$ cat src/rtl/core/nconv_pkg.sv
`default_nettype none
package nconv_pkg;

    localparam int MAX_WIDTH  = 1024;
    localparam int COL_BITS   = $clog2(MAX_WIDTH);
    localparam int DIM_BITS   = 11;
    localparam int BORDER     = 3;
    localparam int COEFF_BITS = 12;
    localparam int KROW_BITS  = 3 * COEFF_BITS;
    localparam int FRAC_BITS  = 4;
    localparam int PIX_BITS   = 8;
    localparam int CELL_BITS  = PIX_BITS + 1;
    localparam int STORE_BITS = 2 * CELL_BITS;
    localparam int TAPS       = 9;
    localparam int TAP_BITS   = 4;
    localparam int PROD_BITS  = PIX_BITS + 1 + COEFF_BITS;
    localparam int ACC_BITS   = 25;
    localparam int KSUM_BITS  = 16;
    localparam int QUO_BITS   = PIX_BITS;
    localparam int ADDR_BITS  = 6;
    localparam int DATA_BITS  = 64;

    localparam logic [2:0] REG_IMAGE_WIDTH  = 3'd0;
    localparam logic [2:0] REG_IMAGE_HEIGHT = 3'd1;
    localparam logic [2:0] REG_KERNEL_ROW0  = 3'd2;
    localparam logic [2:0] REG_KERNEL_ROW1  = 3'd3;
    localparam logic [2:0] REG_KERNEL_ROW2  = 3'd4;
    localparam logic [2:0] REG_FRAC_BITS    = 3'd5;

    typedef struct packed {
        logic [PIX_BITS-1:0] pixel_in;
        logic                drain;
    } pix_t;

    typedef struct packed {
        logic [PIX_BITS-1:0] pixel_out;
        logic                frame_end;
    } res_t;

    typedef struct packed {
        logic [DIM_BITS-1:0]  image_width;
        logic [DIM_BITS-1:0]  image_height;
        logic [KROW_BITS-1:0] kernel_row0;
        logic [KROW_BITS-1:0] kernel_row1;
        logic [KROW_BITS-1:0] kernel_row2;
        logic [FRAC_BITS-1:0] coeff_fraction_bits;
    } cfg_t;

    typedef struct packed {
        logic                accept;
        logic                shift;
        logic                mac;
        logic [TAP_BITS-1:0] mac_idx;
        logic                check;
        logic                div_step;
        logic                emit;
    } cmd_t;

    typedef struct packed {
        logic centre_valid;
        logic interior;
        logic need_div;
        logic slot_free;
    } status_t;

endpackage
`default_nettype wire

$ cat src/rtl/core/nconv_ctrl.sv
`default_nettype none
module nconv_ctrl (
    input  wire logic               clk,
    input  wire logic               rst_n,
    input  wire logic               pix_valid,
    output logic                    pix_stall,
    input  wire nconv_pkg::status_t status,
    output nconv_pkg::cmd_t         cmd
);

    localparam logic [2:0] S_IDLE  = 3'd0;
    localparam logic [2:0] S_SHIFT = 3'd1;
    localparam logic [2:0] S_MAC   = 3'd2;
    localparam logic [2:0] S_CHECK = 3'd3;
    localparam logic [2:0] S_DIV   = 3'd4;
    localparam logic [2:0] S_EMIT  = 3'd5;

    localparam logic [nconv_pkg::TAP_BITS-1:0] LAST_TAP =
        nconv_pkg::TAP_BITS'(nconv_pkg::TAPS - 1);
    localparam logic [nconv_pkg::TAP_BITS-1:0] LAST_DIV =
        nconv_pkg::TAP_BITS'(nconv_pkg::QUO_BITS - 1);

    logic [2:0]                    state_reg, state_next;
    logic [nconv_pkg::TAP_BITS-1:0] step_reg, step_next;

    always_ff @(posedge clk or negedge rst_n)
    begin
        if (!rst_n)
        begin
            state_reg <= S_IDLE;
            step_reg  <= '0;
        end
        else
        begin
            state_reg <= state_next;
            step_reg  <= step_next;
        end
    end

    always_comb
    begin
        state_next   = state_reg;
        step_next    = step_reg;
        cmd          = '0;
        cmd.mac_idx  = step_reg;
        pix_stall    = 1'b1;
        unique case (state_reg)
            S_IDLE:
            begin
                pix_stall = 1'b0;
                if (pix_valid)
                begin
                    cmd.accept = 1'b1;
                    state_next = S_SHIFT;
                end
            end
            S_SHIFT:
            begin
                cmd.shift = 1'b1;
                step_next = '0;
                if (!status.centre_valid)
                begin
                    state_next = S_IDLE;
                end
                else if (status.interior)
                begin
                    state_next = S_MAC;
                end
                else
                begin
                    state_next = S_EMIT;
                end
            end
            S_MAC:
            begin
                cmd.mac   = 1'b1;
                step_next = step_reg + 1'b1;
                if (step_reg == LAST_TAP)
                begin
                    state_next = S_CHECK;
                end
            end
            S_CHECK:
            begin
                cmd.check  = 1'b1;
                step_next  = '0;
                state_next = status.need_div ? S_DIV : S_EMIT;
            end
            S_DIV:
            begin
                cmd.div_step = 1'b1;
                step_next    = step_reg + 1'b1;
                if (step_reg == LAST_DIV)
                begin
                    state_next = S_EMIT;
                end
            end
            S_EMIT:
            begin
                // hold the result until the output slot frees up
                if (status.slot_free)
                begin
                    cmd.emit   = 1'b1;
                    state_next = S_IDLE;
                end
            end
            default:
            begin
                state_next = S_IDLE;
            end
        endcase
    end

    a_accept_to_shift: assert property (@(posedge clk) disable iff (!rst_n)
        cmd.accept |=> state_reg == S_SHIFT)
        else $error("accepted item did not move to shift");

    a_emit_waits: assert property (@(posedge clk) disable iff (!rst_n)
        (state_reg == S_EMIT && !status.slot_free) |=> state_reg == S_EMIT)
        else $error("result left while output slot busy");

    a_div_runs: assert property (@(posedge clk) disable iff (!rst_n)
        (state_reg == S_DIV && step_reg != LAST_DIV) |=> state_reg == S_DIV)
        else $error("division cut short");

    a_mac_runs: assert property (@(posedge clk) disable iff (!rst_n)
        (state_reg == S_MAC && step_reg != LAST_TAP) |=> state_reg == S_MAC)
        else $error("accumulation cut short");

endmodule
`default_nettype wire

$ cat config.mk
export PLATFORM = sky130hd
export DESIGN_NAME = nconv_ctrl
export DESIGN_NICKNAME = d
export VERILOG_FILES = /design/src/rtl/core/nconv_pkg.sv /design/src/rtl/core/nconv_ctrl.sv
export SDC_FILE = /design/constraint.sdc
export NUM_CORES = 1
export LEC_CHECK = 0
export BUFFER_PORTS_ARGS = -buffer_cell sky130_fd_sc_hd__buf_2
export CORE_MARGIN = 2
export CORE_UTILIZATION = 35
export CTS_CLUSTER_DIAMETER = 40
export DETAILED_ROUTE_END_ITERATION = 16
export PLACE_DENSITY = 0.7
export RECOVER_POWER = 25
export SYNTH_ARGS = -nofsm -noshare
export SYNTH_HDL_FRONTEND = slang
export SYNTH_SLANG_ARGS = --single-unit
$ cat constraint.sdc
create_clock -name clk -period 1.4 [get_ports clk]
set_input_delay 0.21 -clock clk [delete_from_list [all_inputs] [get_ports clk]]
set_output_delay 0.21 -clock clk [all_outputs]
set_load 0.03 [all_outputs]
# After elaboration in Yosys (flattened, before gate mapping)
# Index checks and enable logic that the tools add are counted.
[op_classes]
reduce_logical = 5
n_addsub = 1
n_mux = 18
eq_ne = 11
[ops]
columns = ["operator", "n"]
rows = [
  ["2-to-1 mux 3 bit", 6],
  ["one-hot mux 3 bit (6 select lines)", 1],
  ["2-to-1 mux 1 bit", 10],
  ["inequality test 2 bit (second input constant)", 4],
  ["one-hot mux 4 bit (2 select lines)", 1],
  ["equality test 3 x 2 -> 1 bit (second input constant)", 2],
  ["equality test 3 bit (second input constant)", 2],
  ["adder 4 x 1 -> 4 bit (second input constant)", 1],
  ["equality test 4 x 3 -> 1 bit (second input constant)", 1],
  ["equality test 4 bit (second input constant)", 1],
  ["AND reduction 4 bit", 1],
  ["OR reduction 2 bit", 2],
  ["equality test 3 x 1 -> 1 bit (second input constant)", 1],
  ["logical NOT 3 bit", 1],
  ["nonzero test 2 bit", 1],
]
[totals]
out_inout_bits = 11
regBits = 7
inputBits = 7

# Longest topological paths before layout
# Gate-level depths: netlist (run 1).
[logic_depth]
ltp_word = 3
depth_mapped = 6
depth_no_buf = 6

# Worst setup path before layout (run 1)
# No wires, ideal clock.
[synth_timing]
path_kind = "register to output"
start = "register state_reg[0]"
end = "output cmd[9] (netlist bit)"
path_stages_with_launch = 3
t_required_ns = 1.190
path_buffers = 0
t_arrival_ns = 1.438
path_slack_ns = -0.248
cell_sequence = "dfrtp_1 or3_1 nor2_1"
[synth_lines]
columns = ["item", "line_no", "source"]
rows = [
  ["from (decl)", "nconv_ctrl.sv:23", "logic [2:0] state_reg, state_next;"],
  ["from (signal assigned)", "nconv_ctrl.sv:35", "state_reg <= state_next;"],
  ["to (decl)", "nconv_ctrl.sv:8", "output nconv_pkg::cmd_t cmd"],
]

==> results of run 1 <==
==> worst paths after layout <==
check | startpoint | to
max | state_reg[1] | cmd[9]
min | status[3] | state_reg[1]
max reg2reg | state_reg[0] | state_reg[0]
min reg2reg | step_reg[2] | step_reg[2]
max in group asynchronous | rst_n | step_reg[1]
min in group asynchronous | rst_n | step_reg[0]
==> through the flow <==
| stage | hold slack, ns | std cells | setup TNS [ns] | worst slack, ns | total power [uW] |
|---|---|---|---|---|---|
| 2_1_floorplan | -0.08559 | 73 | -0.1195 | -0.1195 | 1328 |
| 3_3_place_gp | 0.05740 | 107 | 0 | 0.09092 | 1585 |
| 3_5_place_dp | 0.05702 | 107 | 0 | 0.05714 | 1604 |
| 4_1_cts | 0.1665 | 120 | -0.4222 | -0.1274 | 2143 |
| 5_1_grt | 0.1943 | 123 | -0.9167 | -0.1835 | 2458 |
| 6_report | 0.1886 | 123 | -0.5244 | -0.1279 | 2308 |
==> cells in the mapped netlist (all sizes together) (2+ instances only) <==
cell / instances / area, um^2
dfrtp: 7 / 175.2
nand2: 7 / 26.28
nor2: 7 / 28.78
o21ai: 6 / 33.78
buf: 5 / 43.79
inv: 5 / 18.76
a21oi: 4 / 20.02
nor2b: 3 / 18.77
o211ai: 3 / 22.52
ha: 2 / 25.02
nand2b: 2 / 12.51
o22ai: 2 / 12.51
==> area by class of cell <==
| class | instances | area (um^2) |
|---|---|---|
| clock buffer | 4 | 26.28 |
| multi-input combinational | 56 | 419.2 |
| inverter | 5 | 23.77 |
| timing repair buffer | 35 | 265.3 |
| sequential | 7 | 177.7 |
| fill | 129 | 609.3 |
| tap | 16 | 20.02 |
==> metal layers <==
layer / global-route usage [%] / vias up / part of all wire [%]
met5: 0 / - / 0
met4: 7.059 / 0 / 0
met3: 3.600 / 0 / 4.4
met2: 33.14 / 20 / 52
met1: 24.75 / 323 / 44
li1: - / 329 / -
==> power by group <==
| group | internal [uW] | leakage, uW | switching (uW) |
|---|---|---|---|
| Combinational | 803 | 0.000321 | 911 |
| Sequential | 290 | 0.0000868 | 111 |
| Clock | 109 | 0.0000150 | 83.4 |
==> worst reg2reg max path, stage by stage, from the launching register on <==
cell     delay, ns
dfrtp_2       0.43
or2b_1        0.21
buf_4         0.12
nor2_1        0.04
o21a_1        0.19
o32ai_2       0.29
==> what timing repair did <==
item / CTS / global route
setup endpoints to repair: 7 / 11
gates cloned: 0 / 0
setup buffers: 8 / 4
hold buffers: 1 / 0
pin swaps: 3 / 5
resized for setup: 24 / 7
endpoints found under the hold margin: 7 / 0
==> cell families (layout without fill, tap and decap cells) <==
| kind of cell | after synthesis | in the layout | share of synthesized area, % |
|---|---|---|---|
| DFF | 7 | 7 | 29.47 |
| and+or+nand+nor | 30 | 30 | 26.74 |
| AOI/OAI and AO/OA | 23 | 23 | 27.58 |
| adders and majority gates | 2 | 2 | 4.210 |
| buffers and inverters | 10 | 44 | 10.52 |
| xor gates and xnor gates | 1 | 1 | 1.474 |
==> results.toml, run 1 <==
[cells_and_area]
largest_reg_flops = 4
drive_gt1_share_pct = 50.47
area_growth_syn_to_layout_pct = 56.84
final_cell_mix = "buf_4, buf_2, nand2_1, buf_6"
fin_nets = 117
mostFrequentLayoutCell = "buf_4"
final_util_pct = 60.47
design_area_um2 = 932.1
n_antenna_cell = 0

[clocking]
clkTransAtPathRegs_ns = 0.06
clkLatencyLatePin_ns = 0.26
cts_buffers = 3
cts_tree = "yes"
cts_buffer_depth = 2
h-tree-depth = 1
cts.sinks = 7
cts-root-buf = "clkbuf_4"

[sta]
final.setup_skew_ns = 0.005866
finalMaxSlewViolations = 0
layout_setup_ws_ns = -0.1279
period_share_pct = 109.1
worst_pin_slew_ns = 0.4257
period_needed_ns = 1.528
slew_headroom_pct = 71.62
hold_violations = 0
timing.fmax_mhz = 654.5
rsz0062_at_grt = "yes"
setup_viol = 7

[yosys]
syn_avg_cell_area_um2 = 8.141
synth_cell_type_count = 36
async_flop_share_pct = 100.0
synth_nets = 82
synthCells = 73
yosys_most_used_dff = "dfrtp_1"
syn_area_um2 = 594.3
ys_ff_latch = 7
yosysWarnings = 0
synth_edf_count = 0
ys_seq_area_share_pct = 29.47

[global_route]
grt_max_degree = 15
grt_overflow = 0
grt_pass1_wl_um = 2787
grt_pass1_vias = 626
antenna_found_initial = 0
grtUsageTotal_pct = 19.62

[worst_setup_path]
criticalPathCategory = "flop to primary output"
rrSetupSlack_ns = 0.01
cp_num_buf_inv = 1
worst-path-stages = 3
path_cells = "or3_4 -> nor2_2 -> buf_6"
required_ns = 1.19
startpoint_type = "flop"
cp_top_family = "simple AND/OR/NAND/NOR gates"
slowest_delay_ns = 0.43
r2r_cells = 5
crit_path_max_fanout = 4
crit_path_top_delay_cell = "dfrtp_1"
arrival_ns = 1.32
endpoint_kind = "primary output"

[power]
pwr_density_cell_nw_per_um2 = 2476
peakVddDrop_uv = 1205
p_leak_uw = 0.0004225

[outcome]
status = "finished, violations left"
violations = "negative setup slack"

[routing]
vias = 672
drc_errors = 0
drt-wirelength-per-cell_um = 15.05
wl_um = 1851
drt-initial-drc-count = 38
dr.pass1.iters = 4
drt-vias-per-instance = 5.463
ant_nets = 0

[die]
fp-row-count = 14
start_util_pct = 38.56
dieArea_um2 = 2043
fp.dieW_um = 45.21
dieHeight_um = 45.21
io_pins = 18
core_um2 = 1541

[job]
cap_violations = 0

[place]
port_buffers = 17
place_hpwl_um = 1054
placed_cell_area_um2 = 713.2
place.gp.congestion = 0.7786

[hold_path]
worstHoldPathCells = 2
min_path_type = "input pin to flop"
Note: power is estimated with default switching activity, not from simulation.
==> run 2: changes to the inputs <==
--- a/config.mk
+++ b/config.mk
@@ -10,6 +10,7 @@
 export CORE_UTILIZATION = 35
 export CTS_CLUSTER_DIAMETER = 40
 export DETAILED_ROUTE_END_ITERATION = 16
+export MAX_ROUTING_LAYER = met4
 export PLACE_DENSITY = 0.7
 export RECOVER_POWER = 25
 export SYNTH_ARGS = -nofsm -noshare
==> results.toml, run 2 (same netlist as run 1, synthesis figures left out) <==
[routing]
drt-wirelength-per-cell_um = 14.85
drt-vias-per-instance = 5.452
ant_nets = 0
drc_errors = 0
vias = 676
dr.pass1.iters = 4
drt-initial-drc-count = 33
wl_um = 1841

[job]
cap_violations = 0

[cells_and_area]
drive_gt1_share_pct = 50.93
fill_cells = 129
ff_latch_area_um2 = 177.7
multi_input_area_um2 = 419.2
mostFrequentLayoutCell = "buf_4"
final_cell_mix = "buf_4, buf_2, nand2_1, buf_6"
largest_reg_flops = 4
n_antenna_cell = 0
area_growth_syn_to_layout_pct = 58.11
fin_nets = 118
final_util_pct = 60.96

[worst_setup_path]
crit_path_max_fanout = 4
arrival_ns = 1.32
required_ns = 1.19
criticalPathCategory = "flop to primary output"
startpoint_type = "flop"
endpoint_kind = "primary output"

[global_route]
grtUsageTotal_pct = 20.29
grt_pass1_vias = 626
grt_pass1_wl_um = 2801
grt_max_degree = 15
grt_overflow = 0
antenna_found_initial = 0

[clocking]
h-tree-depth = 1
cts.sinks = 7
cts_tree = "yes"
cts_buffers = 3
clkLatencyLatePin_ns = 0.26
cts_buffer_depth = 2
cts-root-buf = "clkbuf_4"
clkTransAtPathRegs_ns = 0.06

[die]
dieArea_um2 = 2043
fp-row-count = 14
core_um2 = 1541
io_pins = 18
dieHeight_um = 45.21
start_util_pct = 38.56
fp.dieW_um = 45.21

[hold_path]
min_path_type = "input pin to flop"

[sta]
worst_pin_slew_ns = 0.4257
period_needed_ns = 1.532
whs_ns = 0.1857
slew_headroom_pct = 71.62
layout_setup_ws_ns = -0.1317
finalMaxSlewViolations = 0
final.setup.tns_ns = -0.5684
hold_violations = 0
rsz0062_at_grt = "yes"
timing.fmax_mhz = 652.9
final.setup_skew_ns = 0.004760
setup_viol = 7
period_share_pct = 109.4

[outcome]
status = "finished, violations left"
violations = "negative setup slack"

[power]
p_leak_uw = 0.0004277
pwr_density_cell_nw_per_um2 = 2485
peakVddDrop_uv = 1330

[place]
place.gp.congestion = 0.7893
port_buffers = 17
post-place-ws_ns = 0.05714
place_hpwl_um = 1054
## run 2: through the flow
stage,total power [uW],instance area (um^2),instances
5_1_grt,2485,939.7,124
4_1_cts,2143,892.1,120
3_3_place_gp,1585,713.2,107
6_report,2335,939.7,124
2_1_floorplan,1328,606.8,73
3_5_place_dp,1604,713.2,107
## run 2: cell type report
cell class	instances	share of cell area, %
inverter	5	2.530
multi-input combinational	56	44.61
tap	16	2.130
timing repair buffer	36	29.03
clock buffer	4	2.796
sequential	7	18.91
## run 2: layer usage
metal / vias up / wire (um) / track usage, %
li1: 330 / - / -
met1: 321 / 801 / 25.00
met2: 23 / 939 / 33.14
met4: 0 / 12 / 7.059
met3: 2 / 88 / 3.600
met5: - / 0 / -
## run 2: what timing repair did
| action | 4_1_cts | 5_1_grt |
|---|---|---|
| buffers inserted | 8 | 5 |
| gates resized for setup | 24 | 7 |
| pin swaps | 3 | 6 |
| setup endpoints to repair | 7 | 11 |
| hold buffers | 1 | 0 |
| hold endpoints to repair | 7 | 0 |
## run 2: final timing paths
kind                               from      endpoint  slack [ns]  depth (start not counted)
hold / removal                status[3]  state_reg[1]        0.19                          2
setup / recovery           state_reg[1]        cmd[9]       -0.13                          3
hold reg to reg             step_reg[2]   step_reg[2]        0.67                          2
setup reg to reg           state_reg[0]  state_reg[0]        0.01                          6
min in group asynchronous         rst_n  state_reg[1]        0.39                          2
max in group asynchronous         rst_n   step_reg[1]        0.68                          2
## run 2: power by group
part	total (uW)	leakage, uW	internal [uW]	switching [uW]
clock network	195	0.0000150	110	85.7
logic	1740	0.000326	823	916
registers	401	0.0000868	290	112
total	2330	0.000428	1220	1110
## run 2: critical path, cell delays in order, from the launching register on
cell,delay (ns)
dfrtp_1,0.43
or3_4,0.40
nor2_2,0.10
buf_6,0.13
