$ cat src/rtl/core/nconv_pkg.sv
`default_nettype none
package nconv_pkg;

    localparam int MAX_WIDTH  = 1024;
    localparam int COL_BITS   = $clog2(MAX_WIDTH);
    localparam int DIM_BITS   = 11;
    localparam int BORDER     = 3;
    localparam int COEFF_BITS = 12;
    localparam int KROW_BITS  = 3 * COEFF_BITS;
    localparam int FRAC_BITS  = 4;
    localparam int PIX_BITS   = 8;
    localparam int CELL_BITS  = PIX_BITS + 1;
    localparam int STORE_BITS = 2 * CELL_BITS;
    localparam int TAPS       = 9;
    localparam int TAP_BITS   = 4;
    localparam int PROD_BITS  = PIX_BITS + 1 + COEFF_BITS;
    localparam int ACC_BITS   = 25;
    localparam int KSUM_BITS  = 16;
    localparam int QUO_BITS   = PIX_BITS;
    localparam int ADDR_BITS  = 6;
    localparam int DATA_BITS  = 64;

    localparam logic [2:0] REG_IMAGE_WIDTH  = 3'd0;
    localparam logic [2:0] REG_IMAGE_HEIGHT = 3'd1;
    localparam logic [2:0] REG_KERNEL_ROW0  = 3'd2;
    localparam logic [2:0] REG_KERNEL_ROW1  = 3'd3;
    localparam logic [2:0] REG_KERNEL_ROW2  = 3'd4;
    localparam logic [2:0] REG_FRAC_BITS    = 3'd5;

    typedef struct packed {
        logic [PIX_BITS-1:0] pixel_in;
        logic                drain;
    } pix_t;

    typedef struct packed {
        logic [PIX_BITS-1:0] pixel_out;
        logic                frame_end;
    } res_t;

    typedef struct packed {
        logic [DIM_BITS-1:0]  image_width;
        logic [DIM_BITS-1:0]  image_height;
        logic [KROW_BITS-1:0] kernel_row0;
        logic [KROW_BITS-1:0] kernel_row1;
        logic [KROW_BITS-1:0] kernel_row2;
        logic [FRAC_BITS-1:0] coeff_fraction_bits;
    } cfg_t;

    typedef struct packed {
        logic                accept;
        logic                shift;
        logic                mac;
        logic [TAP_BITS-1:0] mac_idx;
        logic                check;
        logic                div_step;
        logic                emit;
    } cmd_t;

    typedef struct packed {
        logic centre_valid;
        logic interior;
        logic need_div;
        logic slot_free;
    } status_t;

endpackage
`default_nettype wire

$ cat src/rtl/core/nconv_regs.sv
`default_nettype none
module nconv_regs (
    input  wire logic                                clk,
    input  wire logic                                rst_n,
    input  wire logic                                psel,
    input  wire logic                                penable,
    input  wire logic                                pwrite,
    input  wire logic [nconv_pkg::ADDR_BITS-1:0]     paddr,
    input  wire logic [nconv_pkg::DATA_BITS-1:0]     pwdata,
    output logic      [nconv_pkg::DATA_BITS-1:0]     prdata,
    output logic                                     pready,
    output nconv_pkg::cfg_t                          cfg
);

    nconv_pkg::cfg_t cfg_reg;
    logic [2:0]      index;
    logic            wr;

    assign index  = paddr[nconv_pkg::ADDR_BITS-1:3];
    assign pready = 1'b1;
    assign wr     = psel && penable && pwrite;

    always_ff @(posedge clk or negedge rst_n)
    begin
        if (!rst_n)
        begin
            cfg_reg.image_width         <= nconv_pkg::DIM_BITS'(640);
            cfg_reg.image_height        <= nconv_pkg::DIM_BITS'(480);
            cfg_reg.kernel_row0         <= '0;
            cfg_reg.kernel_row1         <= nconv_pkg::KROW_BITS'(4096);
            cfg_reg.kernel_row2         <= '0;
            cfg_reg.coeff_fraction_bits <= '0;
        end
        else if (wr)
        begin
            unique case (index)
                nconv_pkg::REG_IMAGE_WIDTH:
                    cfg_reg.image_width <= pwdata[nconv_pkg::DIM_BITS-1:0];
                nconv_pkg::REG_IMAGE_HEIGHT:
                    cfg_reg.image_height <= pwdata[nconv_pkg::DIM_BITS-1:0];
                nconv_pkg::REG_KERNEL_ROW0:
                    cfg_reg.kernel_row0 <= pwdata[nconv_pkg::KROW_BITS-1:0];
                nconv_pkg::REG_KERNEL_ROW1:
                    cfg_reg.kernel_row1 <= pwdata[nconv_pkg::KROW_BITS-1:0];
                nconv_pkg::REG_KERNEL_ROW2:
                    cfg_reg.kernel_row2 <= pwdata[nconv_pkg::KROW_BITS-1:0];
                nconv_pkg::REG_FRAC_BITS:
                    cfg_reg.coeff_fraction_bits <= pwdata[nconv_pkg::FRAC_BITS-1:0];
                default:
                begin
                end
            endcase
        end
    end

    always_comb
    begin
        unique case (index)
            nconv_pkg::REG_IMAGE_WIDTH:
                prdata = nconv_pkg::DATA_BITS'(cfg_reg.image_width);
            nconv_pkg::REG_IMAGE_HEIGHT:
                prdata = nconv_pkg::DATA_BITS'(cfg_reg.image_height);
            nconv_pkg::REG_KERNEL_ROW0:
                prdata = nconv_pkg::DATA_BITS'(cfg_reg.kernel_row0);
            nconv_pkg::REG_KERNEL_ROW1:
                prdata = nconv_pkg::DATA_BITS'(cfg_reg.kernel_row1);
            nconv_pkg::REG_KERNEL_ROW2:
                prdata = nconv_pkg::DATA_BITS'(cfg_reg.kernel_row2);
            nconv_pkg::REG_FRAC_BITS:
                prdata = nconv_pkg::DATA_BITS'(cfg_reg.coeff_fraction_bits);
            default:
                prdata = '0;
        endcase
    end

    assign cfg = cfg_reg;

endmodule
`default_nettype wire

$ cat config.mk
export PLATFORM = sky130hd
export DESIGN_NAME = nconv_regs
export DESIGN_NICKNAME = d
export VERILOG_FILES = /design/src/rtl/core/nconv_pkg.sv /design/src/rtl/core/nconv_regs.sv
export SDC_FILE = /design/constraint.sdc
export NUM_CORES = 1
export LEC_CHECK = 0
export BUFFER_PORTS_ARGS = -buffer_cell sky130_fd_sc_hd__buf_2
export CORE_AREA = 3 3 155 157
export DETAILED_ROUTE_END_ITERATION = 6
export DIE_AREA = 0 0 158 160
export SLEW_MARGIN = 20
export SYNTH_ARGS = -nofsm -noshare
export SYNTH_HDL_FRONTEND = slang
export SYNTH_SLANG_ARGS = --single-unit
$ cat constraint.sdc
create_clock -name clk -period 1.75 [get_ports clk]
set_input_delay 0.175 -clock clk [delete_from_list [all_inputs] [get_ports clk]]
set_output_delay 0.175 -clock clk [all_outputs]
set_load 0.05 [all_outputs]
Yosys cells after proc, flatten, opt, wreduce, memory -nomap -nowiden --
Index checks and enable logic that the tools add are counted.
Word-level totals: memories 0, RAM bits 0, ROM bits 0, logic and storage cells 21, flip-flop bits (word level) 134, bits in latches 0, output and inout port bits 199
Operators by class: bitwise operators 0, multiply operators 0, divide/modulo/power cells 0, $lt $le $gt $ge 0, reduce and logical (&&, ||, !) cells 9, shift-type cells 0, equality and inequality tests 5, mux-type cells 1, $add $sub $neg 0
Operators with widths (number):
- $pmux 36 s6 | 1
- $reduce_and 2->1 | 6
- $eq 3x2->1 const B | 2
- $eq 3x3->1 const B | 2
- $eq 3x1->1 const B | 1
- $logic_not 3->1 | 1
- $logic_and 1x1->1 | 2

Logic depth before layout (Yosys ltp) --
Gate-level depths: netlist of the first run.
depth in word-level cells 3, depth in mapped cells 6

Worst setup path before layout of the first run --
OpenSTA, ideal clock, no wires.
path kind input to output, start point input paddr[3] in the netlist's numbering, end point output prdata[22] in the netlist's numbering, stages 4, data arrival time 2.003 ns, buffers on the path 3, setup slack -0.428 ns, cells stage by stage buf_2 buf_2 clkbuf_1 o32ai_1
On the way: longest elaborated chain between the ends 2, elaborated cells on any way between the ends 7, those cells by class eq/ne: 5; mux: 1; reduce/logical: 1
RTL lines:
- from (decl) | RTL line nconv_regs.sv:8 | input wire logic [nconv_pkg::ADDR_BITS-1:0] paddr,
- $eq 3x3->1 (tied with other cells) | RTL line nconv_regs.sv:58 | unique case (index)
- $pmux 36 s6 (*) | RTL line nconv_regs.sv:58
- to (decl) | RTL line nconv_regs.sv:10 | output logic [nconv_pkg::DATA_BITS-1:0] prdata,
Every way passes the cells marked *; elsewhere a longest branch is shown, timed or not.

Worst setup path in the final report of the first run --
start point register cfg_reg, in the netlist cfg[41], end point output prdata[1] in the netlist's numbering
On the way: longest elaborated chain between the ends 1
RTL lines:
- from (decl) | RTL line nconv_regs.sv:15 | nconv_pkg::cfg_t cfg_reg;
- $pmux 36 s6 | RTL line nconv_regs.sv:58
No other way between the ends.

==> results.cfg, run 1 <==
[die]
die_w_um = 158
boundaryPins = 274
die_h_um = 160
die_area_um2 = 25300
rows = 55
start_util_pct = 28.1
core_area_um2 = 22600

[worst_setup_path]
cp-start-kind = flip-flop
r2r_start = cfg[43]
cp.arrival_ns = 1.57
crit_slowest_cell = mux4_2
max_stage_delay_ns = 0.49
critPathCaptureType = primary output
path_cells = mux4_2, o2bb2ai_2, buf_6
timing.rr.end = cfg[43]
reg2reg_setup_slack_ns = 0.76
critPathMaxFanout = 2
worst_ep_required_time_ns = 1.57
rr_worst_depth = 3
crit_type = reg2out

[synthesis]
synth_fa_ha_area_share_pct = 0
yosysTopAreaCell = dfrtp_1
synth_top_family_by_area = multiplexers
synthCells = 447
synth.area.top_cells = dfrtp_1, mux2_2, mux2i_1
syn_area_per_cell_um2 = 14.2
muxShareOfSynthArea_pct = 32.2
synth_warnings = 0
synth_xor_area_share_pct = 0
yosys.area.top_type_share_pct = 50.0
yosysSeqAreaShare_pct = 52.9
synth-compound-area-share_pct = 6.03
synth_area_um2 = 6350
synth_cell_types = 31
synth-simple-area-share_pct = 2.56
ys_ff_latch = 134

[routing]
drc = 0
avgViaCountPerCell = 4.54
wl_per_cell_um = 17.4
route.final.wire_length_um = 17500
dr_total_vias = 4563
drtIter0Drc = 153
ant_nets = 0
drt_first_pass_iters = 4

[cts]
cts_sinks = 134
htree_num_levels = 4
clkTransAtPathRegs_ns = 0.06
cts_tree = built
clockBufferDepth = 2
clkLatencyLatePin_ns = 0.40
cts_buffers = 17
root_buffer = clkbuf_16

[timing]
finalSetupViolCount = 0
hold_viol = 0
fmax_mhz = 571
max-slew-margin-rel_pct = 63.7
rsz0062_at_grt = yes
worstMarginPinSlew_ns = 0.544
clock_skew_ns = 0
drv_slew = 0
setup_ws_ns = 0.000135
min_period_over_period_pct = 100
period_needed_ns = 1.75

[run]
maxCapViolations = 0

[cells_and_area]
final_common_cell = buf_2
final_cell_mix = buf_2, dfrtp_1, mux2_2
multi_input_area_um2 = 2960
largest_reg_flops = 134
fill_cells = 2187
stdcell_area_um2 = 9020
area_growth_pct = 42.0
final_util_pct = 39.8
antenna_cells = 0
drive_gt1_share_pct = 66.8
nets = 781
ff_latch_area_um2 = 3360

[placement]
io_buffer_count = 213
place_area_um2 = 8040
hpwl_um = 12600
gp_congestion = 0.747
place_ws_ns = 0.0552

[power]
p_per_area_nw_per_um2 = 1450
vdd_drop_max_mv = 0.628
finalPower_mw = 13.0
p_leak_nw = 4.54

[global_route]
grt_use_total_pct = 13.8
grt_pass1_vias = 4669
grt_pass1_wl_um = 27200
grt_max_degree = 53
gr-total-overflow = 0
antenna_found_initial = 0

[status]
status = finished, final reports clean

[worst_hold_path]
min_to = cfg[16]
hp-class = in2reg
hp-start = pwdata[12]
min_delay_path_depth = 2
==> per-stage QoR <==
step / hold slack [ns] / std cells / setup TNS, ns
after detailed placement: 0.172 / 950 / 0
after global routing: 0.00600 / 1004 / -0.236
after CTS: 0.000714 / 999 / -0.0334
final: 0.0216 / 1004 / 0
after floorplan: -0.121 / 474 / 0
after global placement: 0.169 / 950 / 0
==> area by class of cell <==
type / instances / share of cell area (%)
clock buffer: 19 / 4.80
clock inverter: 13 / 2.28
inverter: 2 / 0.0833
multi-input combinational: 281 / 32.8
sequential: 134 / 37.3
tap: 285 / 3.96
timing repair buffer: 270 / 18.7
==> synth_stat cells, drive strengths merged <==
master	number
a221o	2
a221oi	5
and3	1
buf	52
clkbuf	5
clkinv	1
conb	2
dfrtp	127
dfstp	7
inv	1
mux2	139
mux2i	40
mux4	2
nand2	1
nand2b	3
nand3b	3
nand4	1
nand4b	1
nor2	11
nor2b	1
nor3	1
o21a	7
o21ai	6
o2bb2ai	25
o32ai	2
or3	1
==> metal layers <==
| layer | vias to the layer above | routed length, um | track usage [%] |
|---|---|---|---|
| met3 | 14 | 951 | 3.60 |
| met2 | 147 | 8430 | 22.2 |
| met4 | 0 | 174 | 3.75 |
| li1 | 2115 | - | - |
| met1 | 2287 | 7960 | 18.6 |
| met5 | - | 0 | 0 |
==> critical path, delay by kind of cell, from the launching register on <==
family	cells	cell delay, ns
AOI/OAI and AO/OA	1	0.14
buffers and inverters	1	0.16
DFF	1	0.38
muxes	1	0.49
==> logic make-up (layout without fill, tap and decap cells) <==
kind of cell	count (synthesis)	in the layout
mux	181	181
flops	134	134
buf+inv	59	304
compound gates	47	47
simple gates	24	24
other cells	2	29
==> worst max path at each step <==
stage                     startpoint  cells after the start  slack (ns)          to
after global placement      paddr[5]                      6        0.05  prdata[19]
after CTS                    cfg[83]                      4       -0.03   prdata[7]
final                        cfg[41]                      3      0.0001   prdata[1]
after floorplan              cfg[53]                      2        0.02  prdata[13]
after global routing        cfg[127]                      4       -0.05   prdata[4]
after detailed placement    paddr[5]                      6        0.06  prdata[19]
==> report_power, final <==
part	switching, mW	internal [mW]
logic	3.52	1.40
registers	0.490	3.73
clock network	1.37	2.53
total	5.37	7.66
==> what timing repair did <==
item,in CTS,in global routing
hold buffers,5,0
resized for setup,19,20
pin swaps,3,6
buffers inserted,12,5
hold endpoints to repair,56,0
setup endpoints to repair,9,14
Power figures use the tool's default switching activity.
==> run 2, diff against run 1 <==
ABC_AREA = 1   (was not set)
CORE_AREA = 3 3 158 160   (was 3 3 155 157)
DIE_AREA = 0 0 161 163   (was 0 0 158 160)
clock period = 2.2 ns   (was 1.75 ns; I/O delays follow)
==> run 2 against run 1 <==
First-iteration DRC count up 120%. Worst setup slack better by 0.27 ns. Combinational power down 29%. Register-to-register slack better by 0.66 ns. Non-clock buffer count down 28. Synthesized area up 3.5%. Sequential cell count unchanged. Largest cell class unchanged. Highest routed layer unchanged.
==> results.cfg, run 2 <==
[synthesis]
synth.area.top_cells = dfrtp_1, nand2_1, o21ai_1
synth_edf_count = 0
muxShareOfSynthArea_pct = 0
synthTopCellsByCount = nand2_1, dfrtp_1, o21ai_1
synth_fa_ha_area_share_pct = 0
syn_area_per_cell_um2 = 8.15
synth_warnings = 0
synthCells = 806
synth_xor_area_share_pct = 0
synth_cell_types = 25
ys_ff_latch = 134
synth_top_flop_cell = dfrtp_1
synth_top_family_by_area = simple AND/OR/NAND/NOR gates
synth-simple-area-share_pct = 24.8
yosysMostFrequentCell = nand2_1
synth-compound-area-share_pct = 11.9
yosys.area.top_type_share_pct = 48.4
synth_area_um2 = 6570
async_reset_ff_share_pct = 100
yosysTopAreaCell = dfrtp_1
yosysSeqAreaShare_pct = 51.2

[timing]
rsz0062_at_grt = no
finalSetupViolCount = 0
fmax_mhz = 518
period_needed_ns = 1.93
hold_viol = 0
tns_ns = 0
min_period_over_period_pct = 87.7
drv_slew = 0
clock_skew_ns = 0
worstMarginPinSlew_ns = 0.633
max-slew-margin-rel_pct = 57.8

[placement]
io_buffer_count = 213
dp_cells = 1312
gp_congestion = 0.832
hpwl_um = 15000

[routing]
drc = 0
route.final.wire_length_um = 21200
wl_met3_um = 1530
wl_met1_um = 9540
drt_first_pass_iters = 5
ant_nets = 0
avgViaCountPerCell = 4.46
drtIter0Drc = 337
dr_total_vias = 6026
top_layer = met4
wl_met2_um = 9840
wl_per_cell_um = 15.7

[cts]
hold_buffers = 7
cts_setup_buffers = 0
cts_tree = built
clockBufferDepth = 2
clkTransAtPathRegs_ns = 0.07
clkLatencyLatePin_ns = 0.41
htree_num_levels = 4
cts_sinks = 134
root_buffer = clkbuf_16
cts_buffers = 17
post_cts_resized = 0

[global_route]
antenna_found_initial = 0
grt_pass1_wl_um = 33100
grt_use_total_pct = 16.2
grt_max_degree = 73
grt_pass1_vias = 5734
gr-total-overflow = 0

[worst_setup_path]
cp-start-kind = input port
rr_worst_depth = 2
cp.arrival_ns = 1.71
crit_type = in2out
critPathMaxFanout = 16
critPathCaptureType = primary output
worst_ep_required_time_ns = 1.98

[die]
boundaryPins = 274
rows = 56
die_area_um2 = 26200
die_w_um = 161
start_util_pct = 27.9
core_area_um2 = 23500
die_h_um = 163

[cells_and_area]
area_growth_pct = 29.4
final_common_cell = nand2_1
final_cell_mix = nand2_1, buf_2, dfrtp_1
antenna_cells = 0
fin_cells = 1351
largest_reg_flops = 134
nets = 1094
drive_gt1_share_pct = 29.7

[worst_hold_path]
hp-class = in2reg
min_delay_path_depth = 3

[power]
p_leak_nw = 4.68
p_per_area_nw_per_um2 = 1140
vdd_drop_max_mv = 0.506

[run]
maxCapViolations = 0

[status]
status = finished, final reports clean
[run 2: area by class of cell]
type	count	area, um^2
tap	319	399
multi-input combinational	555	2530
clock inverter	13	148
timing repair buffer	242	1370
inverter	69	264
sequential	134	3360
clock buffer	19	433
fill	2513	15000
[run 2: kinds of logic (layout without fill, tap and decap cells)]
group	count (synthesis)	count (layout)
AND/OR/NAND/NOR	385	385
buffers and inverters	144	343
AO/OA/AOI/OAI	141	141
flip-flops	134	134
other	2	29
[run 2: power breakdown]
part           switching [mW]  internal (mW)
logic                    2.79          0.699
clock network            1.15           1.68
registers               0.394           2.95
total                    4.33           5.34
[run 2: worst paths after layout]
kind | start | endpoint | slack (ns)
worst min-delay path | pwdata[25] | cfg[65] | 0.02
worst min register to register | cfg[118] | cfg[118] | 0.49
worst max-delay path | paddr[5] | prdata[18] | 0.27
max in group asynchronous | rst_n | cfg[119] | 1.12
min in group asynchronous | rst_n | cfg[102] | 0.36
worst max register to register | cfg[132] | cfg[132] | 1.42
[run 2: worst max-delay path, stage by stage]
cell	delay, ns
buf_2	0.17
inv_2	0.25
nand3_2	0.19
inv_2	0.26
buf_4	0.21
nand2_1	0.06
nand3_1	0.08
buf_2	0.26
[run 2: per-stage QoR]
stage                     area [um^2]  power (mW)  utilization [%]  hold slack [ns]  setup slack [ns]
after floorplan                  6670        5.97                -          -0.0756             0.611
after global placement           7850        6.86             33.4            0.258             0.214
after detailed placement         7850        6.89             33.4            0.266             0.188
after CTS                        8500        9.79             36.1         0.000109             0.226
after global routing             8500        10.1             36.1          0.00325             0.127
final                            8500        9.67             36.1           0.0201             0.271
[run 2: routing by layer]
metal  up-vias  GRT usage [%]
li1       2939              -
met5         -              0
met4         0           4.34
met2       241           26.3
met1      2827           21.3
met3        19           4.50
==> run 3, diff against run 2 <==
CORE_AREA = 2 2 157 159   (was 3 3 158 160)
DIE_AREA = 0 0 159 161   (was 0 0 161 163)
REMOVE_ABC_BUFFERS = 1   (was not set)
==> run 3 against run 2 <==
Clock-buffer cell count decreased by 1. Non-clock buffer count increased by 7. Via count increased by 1.6%. Worst hold slack got worse by 0.0059 ns. Critical endpoint is now prdata[31].
==> results.cfg, run 3 (synthesis results as in run 2) <==
[global_route]
grt_pass1_vias = 5760
antenna_found_initial = 0
gr-total-overflow = 0
grt_pass1_wl_um = 33700
grt_max_degree = 73
met1_usage_pct = 21.6
grt_use_total_pct = 16.9
busiest_layer = met2
grtUsageMet2_pct = 28.3
grt.met3_usage_pct = 4.37

[placement]
place_area_um2 = 7840
io_buffer_count = 213
gp_congestion = 0.807
hpwl_um = 14400

[timing]
fmax_mhz = 532
max-slew-margin-rel_pct = 60.1
min_period_over_period_pct = 85.4
tns_ns = 0
worstMarginPinSlew_ns = 0.598
hold_viol = 0
finalSetupViolCount = 0
clock_skew_ns = 0
rsz0062_at_grt = no
period_needed_ns = 1.88
drv_slew = 0

[worst_setup_path]
r2r_start = cfg[118]
path_buf_inv = 5
cp-start-kind = input port
path_cells = buf_2, inv_2, buf_4, nand3_4, inv_6, nand2_1, nand3_1, buf_2
max_stage_delay_ns = 0.30
critPathMaxFanout = 28
timing.rr.end = cfg[118]
critPathCaptureType = primary output
reg2reg_setup_slack_ns = 1.45
rr_worst_depth = 2
crit_slowest_cell = inv_6
crit_top_cell = buf_2
crit_type = in2out
path_delay_family = buffers and inverters
cp.arrival_ns = 1.66
worst_ep_required_time_ns = 1.98

[worst_hold_path]
hp-start = pwdata[21]
min_delay_path_depth = 3
hp-class = in2reg
min_to = cfg[61]

[cts]
clockBufferDepth = 2
hold_buffers = 18
clkTransAtPathRegs_ns = 0.07
cts_setup_buffers = 0
clkLatencyLatePin_ns = 0.41
cts_tree = built
cts_buffers = 17
root_buffer = clkbuf_16
cts_sinks = 134
htree_num_levels = 4
post_cts_resized = 0

[power]
swShare_pct = 45.0
p_int_mw = 5.39
p_switching_mw = 4.40
p_leak_nw = 4.73
finalPower_mw = 9.79
p_per_area_nw_per_um2 = 1140
clkPwrFrac_pct = 30.1
p_seq_share_pct = 33.8
vdd_drop_max_mv = 0.441
comb_power_share_pct = 36.1

[routing]
avgViaCountPerCell = 4.49
dr_total_vias = 6120
drc = 0
drtIter0Drc = 367
wl_per_cell_um = 15.7
ant_nets = 0
drt_first_pass_iters = 5
route.final.wire_length_um = 21400

[die]
core_area_um2 = 24000
die_w_um = 159
start_util_pct = 27.4
rows = 57
die_area_um2 = 25600
boundaryPins = 274
die_h_um = 161

[cells_and_area]
drive_gt1_share_pct = 29.4
largest_reg_flops = 134
final_cell_mix = nand2_1, buf_2, dfrtp_1
area_growth_pct = 31.2
nets = 1101
antenna_cells = 0
stdcell_area_um2 = 8620
final_common_cell = nand2_1

[status]
status = finished, final reports clean

[run]
maxCapViolations = 0
-- run 3: final cells by class --
type | instances | area [um^2]
tap | 324 | 405
sequential | 134 | 3360
timing repair buffer | 249 | 1460
clock buffer | 18 | 439
inverter | 69 | 264
clock inverter | 14 | 163
multi-input combinational | 555 | 2530
fill | 2588 | 15300
-- run 3: per-stage QoR --
stage	setup slack, ns	hold WS (ns)	cells	util, %
final	0.321	0.0142	1363	36.0
after detailed placement	0.141	0.217	1313	32.7
after floorplan	-0.192	-0.0756	758	-
after CTS	0.272	0.000101	1363	36.0
after global placement	0.169	0.219	1313	32.7
after global routing	0.196	0.00952	1363	36.0
-- run 3: metal layers --
| layer | up-vias | wire length, um |
|---|---|---|
| met4 | 0 | 243 |
| met3 | 16 | 1650 |
| met5 | - | 0 |
| met2 | 252 | 10300 |
| met1 | 2909 | 9220 |
| li1 | 2943 | - |
-- run 3: worst max-delay path by stage --
stage	from	end	slack, ns	cells after the start
2_1_floorplan	paddr[5]	prdata[11]	-0.19	5
4_1_cts	paddr[5]	prdata[31]	0.27	8
3_5_place_dp	paddr[5]	cfg[110]	0.14	8
3_3_place_gp	paddr[5]	cfg[110]	0.17	8
5_1_grt	paddr[5]	prdata[31]	0.20	8
6_report	paddr[5]	prdata[31]	0.32	8
-- run 3: worst register-to-register path, cell delays in order, from the launching register on --
cell and delay [ns]:
dfstp_2 0.55, nand2_1 0.05, o21ai_1 0.08
-- run 3: power by group through the flow --
stage | clock (mW) | sequential [mW] | combinational, mW
floorplan | 0 | 4.96 | 0.942
global placement | 0 | 3.35 | 3.50
detailed placement | 0 | 3.35 | 3.54
global route | 3.12 | 3.38 | 3.73
CTS | 3.02 | 3.32 | 3.57
finish | 2.94 | 3.31 | 3.53
